[src/rtl/core/gfa_pkg.sv]
// Package for the grid frequency and AGC loop unit.
// Holds the sequencer states, the divider request and response and fixed constants.
// Depends on nothing.
`default_nettype none
package gfa_pkg;

	localparam int DivNumW = 55;
	localparam int DivDenW = 31;
	localparam int DivCntW = 6;

	localparam logic [22:0] NominalReset  = 23'd3276800;
	localparam logic [29:0] InertiaReset  = 30'd500000;
	localparam logic [15:0] StepReset     = 16'd66;
	localparam logic [29:0] InertiaZero   = 30'd500000;
	localparam logic [32:0] DampQ16       = 33'd5243;
	localparam int          DeadBand      = 328;
	localparam int          IntegralLimit = 3276800;
	localparam int          RateLimit     = 2147483647;
	localparam int          BandBelow     = 196608;
	localparam int          BandAbove     = 131072;
	localparam int          FreqMax       = 8388607;
	localparam logic [34:0] CorrClip      = 35'd3355443749;
	localparam logic [32:0] CorrRecip     = 33'd2814749767;
	localparam logic [32:0] LimitRecip    = 33'd1099511628;

	localparam logic [1:0] RegNominal  = 2'd0;
	localparam logic [1:0] RegInertia  = 2'd1;
	localparam logic [1:0] RegStep     = 2'd2;
	localparam logic [1:0] RegCapacity = 2'd3;

	typedef enum logic [3:0] {
		ST_IDLE, ST_M1, ST_D1, ST_M2, ST_W1, ST_M3, ST_F, ST_E,
		ST_M4, ST_I, ST_M5, ST_R1, ST_R2, ST_R3, ST_OUT
	} state_t;

	typedef struct packed {
		logic               start;
		logic [DivNumW-1:0] num;
		logic [DivDenW-1:0] den;
	} div_req_t;

	typedef struct packed {
		logic               done;
		logic [DivNumW-1:0] quo;
	} div_rsp_t;

endpackage
`default_nettype wire

[src/rtl/core/gfa_in_if.sv]
// Input channel of the grid frequency loop: one beat per simulation tick.
// Depends on nothing.
`default_nettype none
interface gfa_in_if;
	logic        valid;
	logic        ready;
	logic [29:0] generation_kw;
	logic [29:0] load_kw;
	logic [29:0] losses_kw;
	modport source (output valid, generation_kw, load_kw, losses_kw, input ready);
	modport sink (input valid, generation_kw, load_kw, losses_kw, output ready);
endinterface
`default_nettype wire

[src/rtl/core/gfa_out_if.sv]
// Output channel of the grid frequency loop: one result beat per tick.
// Depends on nothing.
`default_nettype none
interface gfa_out_if;
	logic               valid;
	logic               ready;
	logic        [22:0] frequency;
	logic signed [21:0] correction_kw;
	logic               correction_valid;
	modport source (output valid, frequency, correction_kw, correction_valid, input ready);
	modport sink (input valid, frequency, correction_kw, correction_valid, output ready);
endinterface
`default_nettype wire

[src/rtl/core/gfa_div.sv]
// Restoring divider, one quotient bit per cycle, unsigned operands.
// Depends on gfa_pkg.
`default_nettype none
module gfa_div
	import gfa_pkg::*;
(
	input  wire logic     clk,
	input  wire logic     arst_n,
	input  wire div_req_t req,
	output div_rsp_t      rsp
);
	logic [DivNumW-1:0] num_q;
	logic [DivDenW-1:0] den_q;
	logic [DivDenW-1:0] rem_q;
	logic [DivCntW-1:0] cnt_q;
	logic               done_q;
	logic [DivDenW:0]   trial;
	logic               qbit;

	always_comb begin
		trial = {rem_q, num_q[DivNumW-1]};
		qbit = (trial >= {1'b0, den_q});
	end

	always_ff @(posedge clk or negedge arst_n) begin
		if (!arst_n) begin
			cnt_q <= '0;
			done_q <= 1'b0;
		end else if (req.start) begin
			cnt_q <= DivCntW'(DivNumW);
			done_q <= 1'b0;
		end else begin
			done_q <= (cnt_q == DivCntW'(1));
			if (cnt_q != '0) cnt_q <= cnt_q - DivCntW'(1);
		end
	end

	always_ff @(posedge clk) begin
		if (req.start) begin
			num_q <= req.num;
			den_q <= req.den;
			rem_q <= '0;
		end else if (cnt_q != '0) begin
			rem_q <= qbit ? DivDenW'(trial - {1'b0, den_q}) : trial[DivDenW-1:0];
			num_q <= {num_q[DivNumW-2:0], qbit};
		end
	end

	assign rsp.done = done_q;
	assign rsp.quo = num_q;
endmodule
`default_nettype wire

[src/rtl/core/grid_frequency_agc_loop_unit.sv]
// Top level of the grid frequency loop with PI automatic generation control.
// Depends on gfa_pkg, gfa_in_if, gfa_out_if and gfa_div.
`default_nettype none
// One tick is taken per input beat and gives one result beat. A sequencer drives one
// shared 33 by 33 bit signed multiplier and one divider that yields a bit a cycle;
// the divider serves only the inertia division, and the fixed divisions of the
// controller use reciprocal multiplication. A tick in the dead band, or with zero
// capacity, skips the control states and goes straight to the output state. The
// input is not ready from the accepted beat until its result is taken.
module grid_frequency_agc_loop_unit
	import gfa_pkg::*;
(
	input  wire logic  clk,
	input  wire logic  arst_n,
	input  wire logic  cfg_we,
	input  wire logic  [1:0] cfg_index,
	input  wire logic  [29:0] cfg_data,
	gfa_in_if.sink     in_ch,
	gfa_out_if.source  out_ch
);
	state_t state_q, state_d;

	logic        [22:0] nom_q;
	logic        [29:0] ke_q;
	logic        [15:0] dt_q;
	logic        [29:0] cap_q;
	logic        [22:0] f_q;
	logic signed [22:0] integ_q;

	logic signed [32:0] ma_q, mb_q;
	logic signed [65:0] p_q;
	logic signed [23:0] damp_q;
	logic               neg_q;
	logic        [20:0] limit_q;
	logic signed [21:0] corr_q;
	logic               cval_q;

	div_req_t dreq;
	div_rsp_t drsp;

	logic        [65:0] abs_p;
	logic signed [56:0] qs;
	logic signed [56:0] rate_raw;
	logic signed [31:0] rate_new;
	logic signed [33:0] fsum;
	logic signed [33:0] lo, hi;
	logic        [22:0] f_new;
	logic signed [23:0] e;
	logic               active;
	logic signed [24:0] isum;
	logic signed [22:0] integ_new;
	logic signed [27:0] svar;
	logic        [29:0] ke_eff;
	logic        [34:0] cx;
	logic        [31:0] cx_inc;
	logic        [20:0] cmag;
	logic        [20:0] cmag_lim;

	gfa_div u_div (.clk(clk), .arst_n(arst_n), .req(dreq), .rsp(drsp));

	always_comb begin
		abs_p = p_q[65] ? 66'(-p_q) : 66'(p_q);
		qs = neg_q ? -$signed({2'b00, drsp.quo}) : $signed({2'b00, drsp.quo});
		rate_raw = qs - 57'(damp_q);
		if (rate_raw > 57'sd2147483647) rate_new = 32'(RateLimit);
		else if (rate_raw < -57'sd2147483647) rate_new = -32'(RateLimit);
		else rate_new = rate_raw[31:0];

		fsum = $signed({11'b0, f_q}) + 34'($signed(p_q[48:16]));
		lo = $signed({11'b0, nom_q}) - 34'(BandBelow);
		if (lo < 0) lo = '0;
		hi = $signed({11'b0, nom_q}) + 34'(BandAbove);
		if (hi > 34'(FreqMax)) hi = 34'(FreqMax);
		if (fsum < lo) f_new = lo[22:0];
		else if (fsum > hi) f_new = hi[22:0];
		else f_new = fsum[22:0];

		e = $signed({1'b0, nom_q}) - $signed({1'b0, f_q});
		active = (e >= 24'(DeadBand) || e <= -24'(DeadBand)) && (cap_q != '0);

		isum = 25'(integ_q) + 25'($signed(p_q[39:16]));
		if (isum > 25'(IntegralLimit)) integ_new = 23'(IntegralLimit);
		else if (isum < -25'(IntegralLimit)) integ_new = -23'(IntegralLimit);
		else integ_new = isum[22:0];
		svar = 28'(e) * 28'sd5 + 28'(integ_new);

		ke_eff = (ke_q == '0) ? InertiaZero : ke_q;
		cx = (abs_p[55:21] > CorrClip) ? CorrClip : abs_p[55:21];
		cx_inc = cx[31:0] + 32'd1;
		cmag = p_q[63:43];
		cmag_lim = (cmag > limit_q) ? limit_q : cmag;

		dreq.start = 1'b0;
		dreq.num = '0;
		dreq.den = '0;
		state_d = state_q;
		unique case (state_q)
			ST_IDLE: if (in_ch.valid) state_d = ST_M1;
			ST_M1: state_d = ST_D1;
			ST_D1: begin
				dreq.start = 1'b1;
				dreq.num = abs_p[DivNumW-1:0];
				dreq.den = {ke_eff, 1'b0};
				state_d = ST_M2;
			end
			ST_M2: state_d = ST_W1;
			ST_W1: if (drsp.done) state_d = ST_M3;
			ST_M3: state_d = ST_F;
			ST_F: state_d = ST_E;
			ST_E: state_d = active ? ST_M4 : ST_OUT;
			ST_M4: state_d = ST_I;
			ST_I: state_d = ST_M5;
			ST_M5: state_d = ST_R1;
			ST_R1: state_d = ST_R2;
			ST_R2: state_d = ST_R3;
			ST_R3: state_d = ST_OUT;
			ST_OUT: if (out_ch.ready) state_d = ST_IDLE;
			default: state_d = ST_IDLE;
		endcase
	end

	always_ff @(posedge clk or negedge arst_n) begin
		if (!arst_n) state_q <= ST_IDLE;
		else state_q <= state_d;
	end

	always_ff @(posedge clk or negedge arst_n) begin
		if (!arst_n) begin
			nom_q <= NominalReset;
			ke_q <= InertiaReset;
			dt_q <= StepReset;
			cap_q <= '0;
			f_q <= NominalReset;
			integ_q <= '0;
		end else begin
			if (cfg_we) begin
				unique case (cfg_index)
					RegNominal:  nom_q <= cfg_data[22:0];
					RegInertia:  ke_q <= cfg_data;
					RegStep:     dt_q <= cfg_data[15:0];
					RegCapacity: cap_q <= cfg_data;
					default: ;
				endcase
			end
			if (state_q == ST_F) f_q <= f_new;
			if (state_q == ST_I) integ_q <= integ_new;
		end
	end

	always_ff @(posedge clk) begin
		p_q <= ma_q * mb_q;
		unique case (state_q)
			ST_IDLE: begin
				ma_q <= 33'($signed({2'b0, in_ch.generation_kw})
					- $signed({2'b0, in_ch.load_kw}) - $signed({2'b0, in_ch.losses_kw}));
				mb_q <= $signed({10'b0, nom_q});
			end
			ST_M1: begin
				ma_q <= $signed({10'b0, f_q}) - $signed({10'b0, nom_q});
				mb_q <= DampQ16;
			end
			ST_D1: neg_q <= p_q[65];
			ST_M2: damp_q <= p_q[39:16];
			ST_W1: if (drsp.done) begin
				ma_q <= 33'(rate_new);
				mb_q <= $signed({17'b0, dt_q});
			end
			ST_E: begin
				ma_q <= 33'(e);
				mb_q <= $signed({17'b0, dt_q});
				corr_q <= '0;
				cval_q <= 1'b0;
			end
			ST_M4: begin
				ma_q <= $signed({3'b0, cap_q});
				mb_q <= LimitRecip;
			end
			ST_I: begin
				ma_q <= $signed({3'b0, cap_q});
				mb_q <= 33'(svar);
			end
			ST_M5: limit_q <= p_q[60:40];
			ST_R1: begin
				neg_q <= p_q[65];
				ma_q <= $signed({1'b0, cx_inc});
				mb_q <= CorrRecip;
			end
			ST_R3: begin
				corr_q <= neg_q ? -$signed({1'b0, cmag_lim}) : $signed({1'b0, cmag_lim});
				cval_q <= 1'b1;
			end
			default: ;
		endcase
	end

	assign in_ch.ready = (state_q == ST_IDLE);
	assign out_ch.valid = (state_q == ST_OUT);
	assign out_ch.frequency = f_q;
	assign out_ch.correction_kw = corr_q;
	assign out_ch.correction_valid = cval_q;
endmodule
`default_nettype wire

[src/flat_wrapper.sv]
// flat-port wrapper written by rule: the top's interface ports become plain ports
module grid_frequency_agc_loop_unit_flat import gfa_pkg::*;
  (clk, arst_n, cfg_we, cfg_index, cfg_data, in_ch_valid, in_ch_generation_kw, in_ch_load_kw, in_ch_losses_kw, in_ch_ready, out_ch_valid, out_ch_frequency, out_ch_correction_kw, out_ch_correction_valid, out_ch_ready);
  gfa_in_if in_ch_i ();
  gfa_out_if out_ch_i ();
  input  wire logic clk;
  input  wire logic arst_n;
  input  wire logic cfg_we;
  input  wire logic  [1:0] cfg_index;
  input  wire logic  [29:0] cfg_data;
  input wire logic [$bits(in_ch_i.valid)-1:0] in_ch_valid;
  input wire logic [$bits(in_ch_i.generation_kw)-1:0] in_ch_generation_kw;
  input wire logic [$bits(in_ch_i.load_kw)-1:0] in_ch_load_kw;
  input wire logic [$bits(in_ch_i.losses_kw)-1:0] in_ch_losses_kw;
  output wire logic [$bits(in_ch_i.ready)-1:0] in_ch_ready;
  output wire logic [$bits(out_ch_i.valid)-1:0] out_ch_valid;
  output wire logic [$bits(out_ch_i.frequency)-1:0] out_ch_frequency;
  output wire logic [$bits(out_ch_i.correction_kw)-1:0] out_ch_correction_kw;
  output wire logic [$bits(out_ch_i.correction_valid)-1:0] out_ch_correction_valid;
  input wire logic [$bits(out_ch_i.ready)-1:0] out_ch_ready;
  assign in_ch_i.valid = in_ch_valid;
  assign in_ch_i.generation_kw = in_ch_generation_kw;
  assign in_ch_i.load_kw = in_ch_load_kw;
  assign in_ch_i.losses_kw = in_ch_losses_kw;
  assign in_ch_ready = in_ch_i.ready;
  assign out_ch_valid = out_ch_i.valid;
  assign out_ch_frequency = out_ch_i.frequency;
  assign out_ch_correction_kw = out_ch_i.correction_kw;
  assign out_ch_correction_valid = out_ch_i.correction_valid;
  assign out_ch_i.ready = out_ch_ready;
  grid_frequency_agc_loop_unit u_core (.clk(clk), .arst_n(arst_n), .cfg_we(cfg_we), .cfg_index(cfg_index), .cfg_data(cfg_data), .in_ch(in_ch_i), .out_ch(out_ch_i));
endmodule
[config.mk]
export PLATFORM = sky130hd
export DESIGN_NAME = grid_frequency_agc_loop_unit_flat
export DESIGN_NICKNAME = d
export VERILOG_FILES = /design/src/rtl/core/gfa_pkg.sv /design/src/rtl/core/gfa_in_if.sv /design/src/rtl/core/gfa_out_if.sv /design/src/rtl/core/gfa_div.sv /design/src/rtl/core/grid_frequency_agc_loop_unit.sv /design/src/flat_wrapper.sv
export SDC_FILE = /design/constraint.sdc
export NUM_CORES = 2
export LEC_CHECK = 0
export ABC_AREA = 0
export BUFFER_PORTS_ARGS = -buffer_cell sky130_fd_sc_hd__clkbuf_2
export CORE_ASPECT_RATIO = 2
export CORE_MARGIN = 2
export CORE_UTILIZATION = 56
export CTS_BUF_LIST = sky130_fd_sc_hd__clkbuf_8 sky130_fd_sc_hd__clkbuf_16
export CTS_CLUSTER_DIAMETER = 100
export DETAILED_ROUTE_END_ITERATION = 16
export PLACE_DENSITY = 0.71
export SLEW_MARGIN = 10
export SYNTH_ARGS = -nofsm -noshare
export SYNTH_HDL_FRONTEND = slang
export SYNTH_SLANG_ARGS = --single-unit
[constraint.sdc]
create_clock -name clk -period 11.36 [get_ports clk]
set_clock_uncertainty 0.1 [all_clocks]
set_input_delay 0.568 -clock clk [delete_from_list [all_inputs] [get_ports clk]]
set_output_delay 0.568 -clock clk [all_outputs]
set_load 0.02 [all_outputs]
**Yosys cells after proc, flatten, opt, wreduce, memory -nomap -nowiden**

Cells that the tools add are included.

- Muxes and demuxes: 32
- Bitwise gates (word level): 1
- $lt $le $gt $ge: 13
- Multipliers: 2
- Eq/ne operators: 21
- Divide/modulo/power cells: 0
- Reduce and logical (&&, ||, !) cells: 21
- Add/sub/neg operators: 16
- Shift-type cells: 0

Operator list:

| kind | count |
|---|---|
| one-hot mux 33 bit (7 select lines) | 1 |
| one-hot mux 33 bit (6 select lines) | 1 |
| 2-to-1 mux 55 bit | 2 |
| 2-to-1 mux 32 bit | 3 |
| 2-to-1 mux 23 bit | 4 |
| 2-to-1 mux 87 bit | 1 |
| 2-to-1 mux 34 bit | 2 |
| multiplier 33 x 33 -> 66 bit | 1 |
| 2-to-1 mux 33 bit | 2 |
| one-hot mux 4 bit (15 select lines) | 1 |
| > comparator 57 x 32 -> 1 bit (second input constant) | 1 |
| less-than comparator 57 x 32 -> 1 bit (second input constant) | 1 |
| 2-to-1 mux 57 bit | 1 |
| negator 55 -> 57 bit | 1 |
| subtractor 57 x 24 -> 57 bit | 1 |
| 2-to-1 mux 56 bit | 1 |
| negator 56 bit | 1 |
| subtractor 23 x 23 -> 24 bit | 2 |
| one-hot mux 22 bit (2 select lines) | 1 |
| > comparator 35 x 32 -> 1 bit (second input constant) | 1 |
| adder 24 x 33 -> 34 bit | 1 |
| > comparator 34 x 24 -> 1 bit (second input constant) | 1 |
| > comparator 34 bit | 1 |
| less-than comparator 34 x 1 -> 1 bit (second input constant) | 1 |
| 49 further kinds | 73 |

- Memory bits (read-only): 0
- Bits in latches: 0
- Bits of input ports: 127
- RAM bits: 0
- Memories kept: 0
- Word-level logic and storage cells: 128
- Bits in registers: 474

**Longest topological paths before layout**

- Depth after elaboration: 8
- Mapped depth: 34

**By module**

A second synthesis with hierarchy kept.

- Cell total of the unflattened synthesis: 9129
- Area, all modules: 80573.5 µm²

By module, submodules not included:

| module | sequential area each (µm²) | area each (µm²) | cells an instance | instances |
|---|---|---|---|---|
| grid_frequency_agc_loop_unit | 9012.4 | 73797.0 | 8503 | 1 |
| gfa_div | 3378.2 | 6776.5 | 626 | 1 |

**Least setup slack after synthesis**

Ideal clock, no wire load.

- Path kind: reg-to-reg
- Start: register u_core.mb_q[1]
- End: register u_core.p_q[65]
- Setup time: 139 ps
- Data required time: 11121 ps
- Stages on the path, launching flop included: 31
- Slack: 2824 ps
- Data arrival time: 8297 ps
- Cell sequence: edfxtp_1 -> clkbuf_1 -> and2_1 -> fa_1 -> inv_1 -> fa_1 -> inv_1 -> fa_1 -> inv_1 -> fa_1 -> inv_1 -> fa_1 -> fa_1 -> inv_1 -> fa_1 -> fa_1 -> inv_1 -> ha_1 -> clkbuf_1 -> a21o_1 -> a21o_1 -> a21oi_1 -> nand2b_1 -> a21o_1 -> a21oi_1 -> nor2_1 -> o21a_1 -> nor3_1 -> a21oi_1 -> nand2_1 -> a211oi_1

- Word-level cells in the longest chain between the ends: 1

Ends and longest elaborated chain:

| what | RTL line | RTL |
|---|---|---|
| start, declared | grid_frequency_agc_loop_unit.sv:30 | `logic signed [32:0] ma_q, mb_q;` |
| start signal, assigned | grid_frequency_agc_loop_unit.sv:156 | `mb_q <= $signed({10'b0, nom_q});` |
| start signal, assigned | grid_frequency_agc_loop_unit.sv:160 | `mb_q <= DampQ16;` |
| start signal, assigned | grid_frequency_agc_loop_unit.sv:166 | `mb_q <= $signed({17'b0, dt_q});` |
| multiplier 33 x 33 -> 66 bit | grid_frequency_agc_loop_unit.sv:151 | `p_q <= ma_q * mb_q;` |
| end signal, assigned | grid_frequency_agc_loop_unit.sv:151 |  |
| end, declared | grid_frequency_agc_loop_unit.sv:31 | `logic signed [65:0] p_q;` |

Every way passes these cells.
A chain may end at the register's enable or synchronous reset.

**Worst setup path after layout**

- Start: register u_core.ma_q[16]
- End: register u_core.p_q[63]

- Word-level cells in the longest chain between the ends: 1

Ends and longest elaborated chain:

| what | RTL line | RTL |
|---|---|---|
| start, declared | grid_frequency_agc_loop_unit.sv:30 |  |
| start signal, assigned | grid_frequency_agc_loop_unit.sv:154 | `ma_q <= 33'($signed({2'b0, in_ch.generation_kw})` |
| start signal, assigned | grid_frequency_agc_loop_unit.sv:159 | `ma_q <= $signed({10'b0, f_q}) - $signed({10'b0, nom_q});` |
| start signal, assigned | grid_frequency_agc_loop_unit.sv:165 | `ma_q <= 33'(rate_new);` |
| multiplier 33 x 33 -> 66 bit | grid_frequency_agc_loop_unit.sv:151 |  |

Every way passes these cells.

==> reports/results.ini <==
[outcome]
status = finished, final reports clean

[grt]
grt_max_degree = 76
grt_pass1_vias = 71049
grt_usage = 0.396
antenna_found_initial = 22
grt_pass1_wl_um = 426000
grt_overflow_total = 0

[place]
portBuffers = 174
dp_hpwl_um = 232000
pre_cts_slack_ns = 1.40
gp_congestion = 1.08

[sta]
period_share = 0.894
max_freq_mhz = 98.4
fin_crit_ns = 10.16
hold_viol = 0
setup_viol = 0
worst_pin_slew_ns = 1.34
slew_headroom = 0.0978
slew_violations = 0
layout_setup_ws_ns = 1.20
rsz0062_at_grt = no
tns_ns = 0

[routing]
maxUsedRoutingLayer = met5
drtAntennaViolNets = 0
wl_um = 279000
route.met2.wl_um = 143000
dr.pass1.iters = 8
vias = 65812
via_per_inst = 6.10
met1Wirelength_um = 83400
first_iter_violations = 4535
drc = 0
wl_met3_um = 17200
routedWlPerCell_um = 25.9

[worst_setup_path]
end_kind = flop
criticalPathCategory = flop to flop
r2r.worst_path.cells = 27
slowest_delay_ns = 1.09
worstPathMaxFanout = 20
r2r_start = u_core.ma_q[16]$_DFFE_PP_
r2r_slack_ns = 1.20
critical_path.top_delay_family = adder cells
rr_endpoint = u_core.p_q[63]$_DFF_P_
crit_required_ns = 11.83
critical_path.most_common_cell = fa_1
cp.depth = 27
crit_arrival_ns = 10.63
start_kind = flop
crit_slowest_cell = edfxtp_1
path_buf_inv = 5

[logic_synthesis]
synth_top_family_by_area = adder cells
synth_cell_types = 102
yosys.area_share.simple = 0.164
ys_warn_count = 0
synth_seq_area_share = 0.157
yosys.area.top_type_share = 0.298
yosysTopAreaCell = fa_1
ys.flop_type = edfxtp_1
synth.top_cells.by_count = 1610 x inv_1, 1173 x fa_1, 917 x nand2_1, 589 x ha_1, 571 x and2_1
ys_seq_elements = 469
synth_fa_ha_area_frac = 0.392
synth-xor-area-share = 0.0476
synth.most_common_cell = inv_1
synthTopCellsByArea = fa_1 30%, ha_1 9.4%, edfxtp_1 8.3%
syn-cell-area_um2 = 78800
synth_nets = 10782
syn_inst = 8893
synth_mux_area_frac = 0.0181
synth_compound_area_frac = 0.126
synth-edff-count = 217
synth_area_per_cell_um2 = 8.86
ys_async_sr_fraction = 0.333

[job]
maxCapViolations = 0

[final_layout]
drive_gt1_frac = 0.0653
syn2layout_area_growth_pct = 5.65
fin_nets = 10766

[hold_path]
hold_path_depth = 2
min_to = u_core.ke_q[29]$_DFFE_PN0P_
min_path_type = input pin to flop
hold_start = cfg_data[29]

[clock_tree]
clock-sinks = 469
cts-root-buf = clkbuf_16
cts_tree = built
cts_made_buffers = 43
htree_levels = 2
clk_pin_slew_ns = 0.07
ctsResizeCount = 0
clk_latency_ns = 0.70
max-clock-path-buffers = 3

[floorplan]
die_x_um = 269
ios = 175
die-area_um2 = 144000
row_count = 194
initial_core_util = 0.565
die_y_um = 534
coreArea_um2 = 140000

layer usage:
| metal | track usage | up-vias |
|---|---|---|
| met1 | 0.367 | 32677 |
| met3 | 0.0774 | 1479 |
| met2 | 0.708 | 2854 |
| li1 | - | 28790 |
| met5 | 0 | - |
| met4 | 0.404 | 12 |
how the worst max path moves through the flow:
stage                                          from                      to  slack [ns]
after floorplan            u_core.mb_q[1]$_DFFE_PP_  u_core.p_q[65]$_DFF_P_        2.82
after global placement    u_core.ma_q[16]$_DFFE_PP_  u_core.p_q[56]$_DFF_P_        1.46
after detailed placement  u_core.ma_q[16]$_DFFE_PP_  u_core.p_q[63]$_DFF_P_        1.40
after CTS                 u_core.ma_q[16]$_DFFE_PP_  u_core.p_q[63]$_DFF_P_        1.36
after global routing      u_core.ma_q[16]$_DFFE_PP_  u_core.p_q[56]$_DFF_P_        0.93
final                     u_core.ma_q[16]$_DFFE_PP_  u_core.p_q[63]$_DFF_P_        1.20
area by class of cell:
type,instances,area (um2)
Antenna cell,17,42.5
Clock buffer,47,1140
Tap cell,1862,2330
Timing Repair Buffer,325,2020
Inverter,1612,6050
Clock inverter,33,283
Fill cell,12425,56300
Sequential cell,469,12400
Multi-Input combinational cell,6426,59000
cell families (layout without fill, tap and decap cells):
group | count (synthesis) | after routing
fa+ha+maj | 1762 | 1762
buf+inv | 1998 | 2017
simple gates | 2587 | 2587
other cells | 1 | 18
compound gates | 1516 | 1516
mux | 132 | 132
xor+xnor | 428 | 428
flops | 469 | 469
through the flow:
step	cells	util	area [um2]	hold slack (ns)
finish	10791	0.596	83200	0.0675
global route	10782	0.596	83200	0.0567
CTS	10773	0.596	83200	0.0745
detailed placement	10692	0.586	81700	0.368
global placement	10692	0.586	81700	0.357
floorplan	8893	-	78800	0.172
timing repair:
action                    4_1_cts  5_1_grt
hold endpoints to repair       42        0
buffers inserted                0        0
hold buffers                    1        0
flip-flops by register name, summed over array words and instances, names as in the netlist, 4 cells and up:
| signal | count |
|---|---|
| u_core.u_div.num_q | 55 |
| u_core.out_ch.frequency | 23 |
| u_core.u_div.rem_q | 31 |
| u_core.p_q | 65 |
| u_core.nom_q | 23 |
| u_core.cap_q | 30 |
| u_core.ke_q | 30 |
| u_core.integ_q | 23 |
| u_core.ma_q | 33 |
| u_core.state_q | 4 |
| u_core.u_div.den_q | 30 |
| u_core.u_div.cnt_q | 6 |
| u_core.mb_q | 30 |
| u_core.damp_q | 24 |
| u_core.limit_q | 21 |
| u_core.dt_q | 16 |
| u_core.out_ch.correction_kw | 22 |
cells in the final DEF, fill, tap and decap left out, types with 42 or more instances in the layout:
master / synthesis / routed
o31ai_1: 63 / 63
o21ai_0: 349 / 349
o21bai_1: 55 / 55
xnor2_1: 293 / 291
and2_1: 571 / 571
nor2b_1: 59 / 59
nand2_1: 917 / 915
clkbuf_2: 1 / 173
nor4_1: 50 / 49
a211oi_1: 42 / 42
mux2i_1: 48 / 48
nand4_1: 88 / 88
inv_1: 1610 / 1620
a21oi_1: 383 / 383
dfrtp_1: 141 / 141
and3_1: 45 / 45
nor3_1: 116 / 116
ha_1: 589 / 589
fa_1: 1173 / 1173
mux2_2: 84 / 84
o211ai_1: 48 / 48
clkbuf_16: 0 / 44
nor2_1: 355 / 350
or3_1: 57 / 57
edfxtp_1: 217 / 217
buf_4: 3 / 149
o21a_1: 53 / 53
a21o_1: 173 / 173
nand2b_1: 78 / 78
dfxtp_1: 96 / 95
nand3_1: 118 / 118
xor2_1: 135 / 134
Power is not shown: default switching activity piles up to over one toggle a cycle in this logic, so the estimate is an artifact.
